### config.mk
export PLATFORM = sky130hd
export DESIGN_NAME = sfla_ram
export DESIGN_NICKNAME = d
export VERILOG_FILES = /design/src/design/slab_free_list_allocator_assert.svh /design/src/design/sfla_ram.sv
export SDC_FILE = /design/constraint.sdc
export NUM_CORES = 2
export LEC_CHECK = 0
export BUFFER_PORTS_ARGS = -buffer_cell sky130_fd_sc_hd__buf_2
export CORE_UTILIZATION = 40
export DETAILED_ROUTE_END_ITERATION = 12
export HOLD_SLACK_MARGIN = 0.05
export PLACE_DENSITY = 0.55
export SYNTH_ARGS = -nofsm -noshare
export SYNTH_HDL_FRONTEND = slang
export SYNTH_SLANG_ARGS = --single-unit
### constraint.sdc
create_clock -name aclk -period 7.11 [get_ports aclk]
set_input_delay 1.422 -clock aclk [delete_from_list [all_inputs] [get_ports aclk]]
set_output_delay 1.422 -clock aclk [all_outputs]
set_load 0.01 [all_outputs]
### src/design/slab_free_list_allocator_assert.svh
// assertion macros for the slab free-list allocator
// used by the top level only, depends on nothing
`ifndef SLAB_FREE_LIST_ALLOCATOR_ASSERT_SVH
`define SLAB_FREE_LIST_ALLOCATOR_ASSERT_SVH

// same-cycle implication
`define SFLA_ASSERT_IMPL(label, clk, rstn, ante, cons) \
    label: assert property (@(posedge clk) disable iff (!rstn) (ante) |-> (cons)) \
        else $error("sfla same-cycle check failed");

// next-cycle implication
`define SFLA_ASSERT_NEXT(label, clk, rstn, ante, cons) \
    label: assert property (@(posedge clk) disable iff (!rstn) (ante) |=> (cons)) \
        else $error("sfla next-cycle check failed");

`endif

### src/design/sfla_ram.sv
// simple dual-port synchronous ram, one write and one registered read port
// no dependencies
module sfla_ram #(
    parameter int DEPTH = 512,
    parameter int WIDTH = 7,
    parameter int AW    = 9
) (
    input  logic             aclk,
    input  logic             we,
    input  logic [AW-1:0]    waddr,
    input  logic [WIDTH-1:0] wdata,
    input  logic [AW-1:0]    raddr,
    output logic [WIDTH-1:0] rdata
);

    logic [WIDTH-1:0] mem [DEPTH];

    always_ff @(posedge aclk) begin
        if (we) begin
            mem[waddr] <= wdata;
        end
    end

    always_ff @(posedge aclk) begin
        rdata <= mem[raddr];
    end

endmodule

# Yosys cells after proc, flatten, opt, wreduce, memory -nomap -nowiden
# Memories as Yosys holds them, arrays and structs flattened. A register that Yosys moved wholly into a read port is not among the register bits.
# Cells that the tools add are included.
# word_totals
n_memories	1
inputBits	27
wordCells	3
reg_bits	0
mem_bits_rw	3584
output_inout_bits	7
# classes
mux	2
# mem_list
memory	words	word_bits	rd	rd_ports_with_merged_regs	write_ports	line_no	rtl
mem	512	7	1	1	1	sfla_ram.sv:16	logic [WIDTH-1:0] mem [DEPTH];
# op_table
cell	count
1-bit 2-to-1 mux	2

# Depth between registers and ports, before layout
# logic_depth
word_depth	2
ltp_mapped	14
depth_no_buf	7

# Worst setup path before layout
# Ideal clock, no wire load.
# synth_timing
path_type	input -> register
from	input raddr[0]
to	register rdata[1] (read register of mem)
cell_stages	11
n_path_buf	4
arrival_ns	3.380
required_time_ns	7.023
slack_ns	3.643
setup_ns	0.087
path_cell_list	buf_6 buf_12 buf_12 buf_12 mux2i_1 o221ai_2 nor3_1 or4_4 nor4_2 nand3b_1 nor4b_2
# synth_rtl
item	line_no	rtl
start: declaration	sfla_ram.sv:12	input logic [AW-1:0] raddr,
end: declaration	sfla_ram.sv:13	output logic [WIDTH-1:0] rdata

==> reports/qor.yml <==
outcome: "finished with violations"
violations: "capacitance limit, slew limit"
h-tree-depth: 5
finalHoldViolCount: 0
die_area_mm2: 0.356
clock-sinks: 3591
synth_nets: 7181
initial_core_util_pct: 40.3
fin_skew_ns: 0.0522
slew_violations: 2
power_density_mw_per_mm2: 283
firstDrtPassIters: 6
worstSetupEndpointType: "register"
finalCriticalPeriod_ns: 4.94
ant_nets: 0
p_seq_share_pct: 52.0
gp_congestion: 0.879
clock.fmax_mhz: 203
crit_path_start_kind: "input pin"
first_iter_violations: 8214
worstSetupPathType: "input pin to register"
switching_power_mw: 9.69
port_buffers: 33
leakage_nw: 49.4
placed_area_mm2: 0.146
row_count: 217
setup_violations: 0
cts_hold_buf: 0
slew_headroom_pct: -4.97
grt_overflow: 0
yosysTopAreaCell: "edfxtp_1"
syn_area_mm2: 0.141
routed_wl_mm: 384
worst_pin_slew_ns: 1.53
numCtsBuffers: 369
critPathMaxFanout: 58
yosysWarnings: 0
viasPerCell: 5.85
ys_seq_area_share_pct: 76.3
cp.arrival_ns: 5.81
track_usage_pct: 21.2
cts_resized: 0
synth_top_area_share_pct: 76.2
cts_buffer_depth: 4
clkTransAtPathRegs_ns: 0.06
timing.setup.tns_ns: 0
clk_root_buffer_cell: "clkbuf_16"
synthFlopType: "edfxtp_1"
synth_cells: 7154
p_int_mw: 35.2
cp_data_required_time_ns: 7.99
insertion_delay_ns: 0.93
hpwl_mm: 231
via_count: 71764
yosys-top-cells-area: "edfxtp_1 76%, mux4_2 8.8%, mux2i_1 4.6%, nor2_1 1.6%, o221ai_1 1.2%"
drive_gt1_share_pct: 17.5
wire_per_inst_um: 31.3
final_net_count: 7269
syn_avg_cell_area_um2: 19.8
ys_seq_elements: 3591
die_h_um: 596
vdd_drop_max_mv: 0.234
synth-edff-count: 3584
maxCapViolCount: 2
antenna_found_initial: 26
die_w_um: 596
hold_class: "input pin to register"
area_delta_synth_final_pct: 12.1
grt_pass1_wl_mm: 542
min_period_over_period_pct: 69.5
io_pins: 34
switching_share_pct: 21.6
pwr-share-clk_pct: 43.2
ys_types: 73
post-cts-setup-buffers: 0
grt_pass1_vias: 71372
fill_cells: 29487
grt_max_degree: 188
cts_tree: "yes"
drc_errors: 0
design_area_mm2: 0.158
core_mm2: 0.351
async_flop_share_pct: 0
rsz0062_at_grt: "false"
p_comb_share_pct: 4.7
==> Yosys cell counts, types with 35 or more instances <==
cell and count:
o21ai_0 95, nand4_1 35, nor2_1 584, nand2_1 139, o22ai_1 213, buf_2 73
mux2i_1 643, clkbuf_1 196, nor3_1 124, a21oi_1 97, edfxtp_1 3584, o221ai_1 195
nor4_1 40, buf_6 79, mux4_2 554, mux4_1 44, nand3_1 43
==> kinds of logic (layout without fill, tap and decap cells) <==
| family | Yosys count | in the layout | share of synthesized area (%) |
|---|---|---|---|
| AOI/OAI and AO/OA | 779 | 779 | 3.88 |
| buffers and inverters | 459 | 849 | 2.13 |
| DFF | 3591 | 3591 | 76.3 |
| muxes | 1264 | 1264 | 14.4 |
| other | 0 | 8 | 0 |
| and+or+nand+nor | 1061 | 1061 | 3.35 |
==> power groups by stage <==
stage               Clock (mW)  Sequential [mW]  Combinational (mW)
global route              20.4             23.3                2.22
finish                    19.4             23.4                2.12
global placement             0             23.8                2.10
CTS                       19.7             23.3                2.13
detailed placement           0             23.8                2.13
floorplan                    0             23.8                1.13
==> registers in the layout, summed over array words and instances, names as in the netlist <==
name	flops
mem	3584
rdata	7
==> metal layers <==
layer / track usage, % / vias up / wire length, um
li1: - / 29922 / -
met1: 30.2 / 38400 / 161000
met2: 33.7 / 2945 / 182000
met3: 4.19 / 487 / 31400
met4: 5.09 / 10 / 9150
met5: 0 / - / 64
==> critical path, stage by stage <==
cell	delay (ns)
buf_6	0.45
nand2_8	0.38
buf_4	0.48
o221ai_1	0.31
o22ai_1	0.13
a2111oi_0	1.23
nand3_1	0.60
nand4_1	0.41
and4_1	0.24
==> layout by cell type, fill, tap and decap left out, types with 8 or more instances in the layout <==
master	n
a21oi_1	97
clkbuf_16	375
mux2i_1	643
clkinv_1	65
o21ai_0	94
nand4_1	35
nand2b_1	16
a211o_1	13
nor3_1	124
mux2_2	23
clkinv_2	64
nor2b_1	9
bufinv_16	39
mux4_2	554
a221oi_1	11
a2111oi_0	27
clkinvlp_4	15
clkbuf_1	81
a211oi_1	14
nand3_1	39
buf_12	46
edfxtp_1	3584
buf_8	9
nor2_1	582
o22a_1	11
and2_1	10
diode_2	8
nand2_4	12
o221ai_1	195
o22ai_1	213
nor4_1	40
nand2_1	127
clkinv_8	10
buf_4	92
a22oi_1	20
mux4_1	44
a31oi_1	16
o31ai_1	24
buf_2	22
==> cell type report <==
class | count | area [um2] | area share, %
Timing Repair Buffer | 171 | 1880 | 1.19
Clock buffer | 462 | 9770 | 6.17
Antenna cell | 8 | 20.0 | 0.0126
Sequential cell | 3591 | 108000 | 68.0
Inverter | 5 | 31.3 | 0.0197
Tap cell | 4708 | 5890 | 3.72
Multi-Input combinational cell | 3104 | 30800 | 19.4
Clock inverter | 211 | 2310 | 1.46
==> final timing paths <==
check / startpoint / to / slack (ns) / depth (start not counted)
setup / recovery: raddr[2] / rdata[2]$_DFF_P_ / 2.17 / 9
hold / removal: wdata[3] / mem[264][3]$_DFFE_PP_ / 0.98 / 1
hold reg to reg: mem[261][2]$_DFFE_PP_ / rdata[2]$_DFF_P_ / 1.14 / 7
setup reg to reg: mem[499][2]$_DFFE_PP_ / rdata[2]$_DFF_P_ / 3.73 / 7
==> stage by stage <==
stage / setup slack (ns) / util [%] / hold WS (ns) / power [mW] / instances
6_report: 2.17 / 45.2 / 0.984 / 44.9 / 12260
3_3_place_gp: 1.43 / 41.7 / 1.11 / 25.9 / 11578
5_1_grt: 2.19 / 45.2 / 0.982 / 46.0 / 12255
2_1_floorplan: 3.64 / - / 0.899 / 24.9 / 7154
4_1_cts: 2.42 / 45.2 / 0.950 / 45.2 / 12252
3_5_place_dp: 1.41 / 41.7 / 1.14 / 25.9 / 11579
Power figures use the tool's default switching activity.
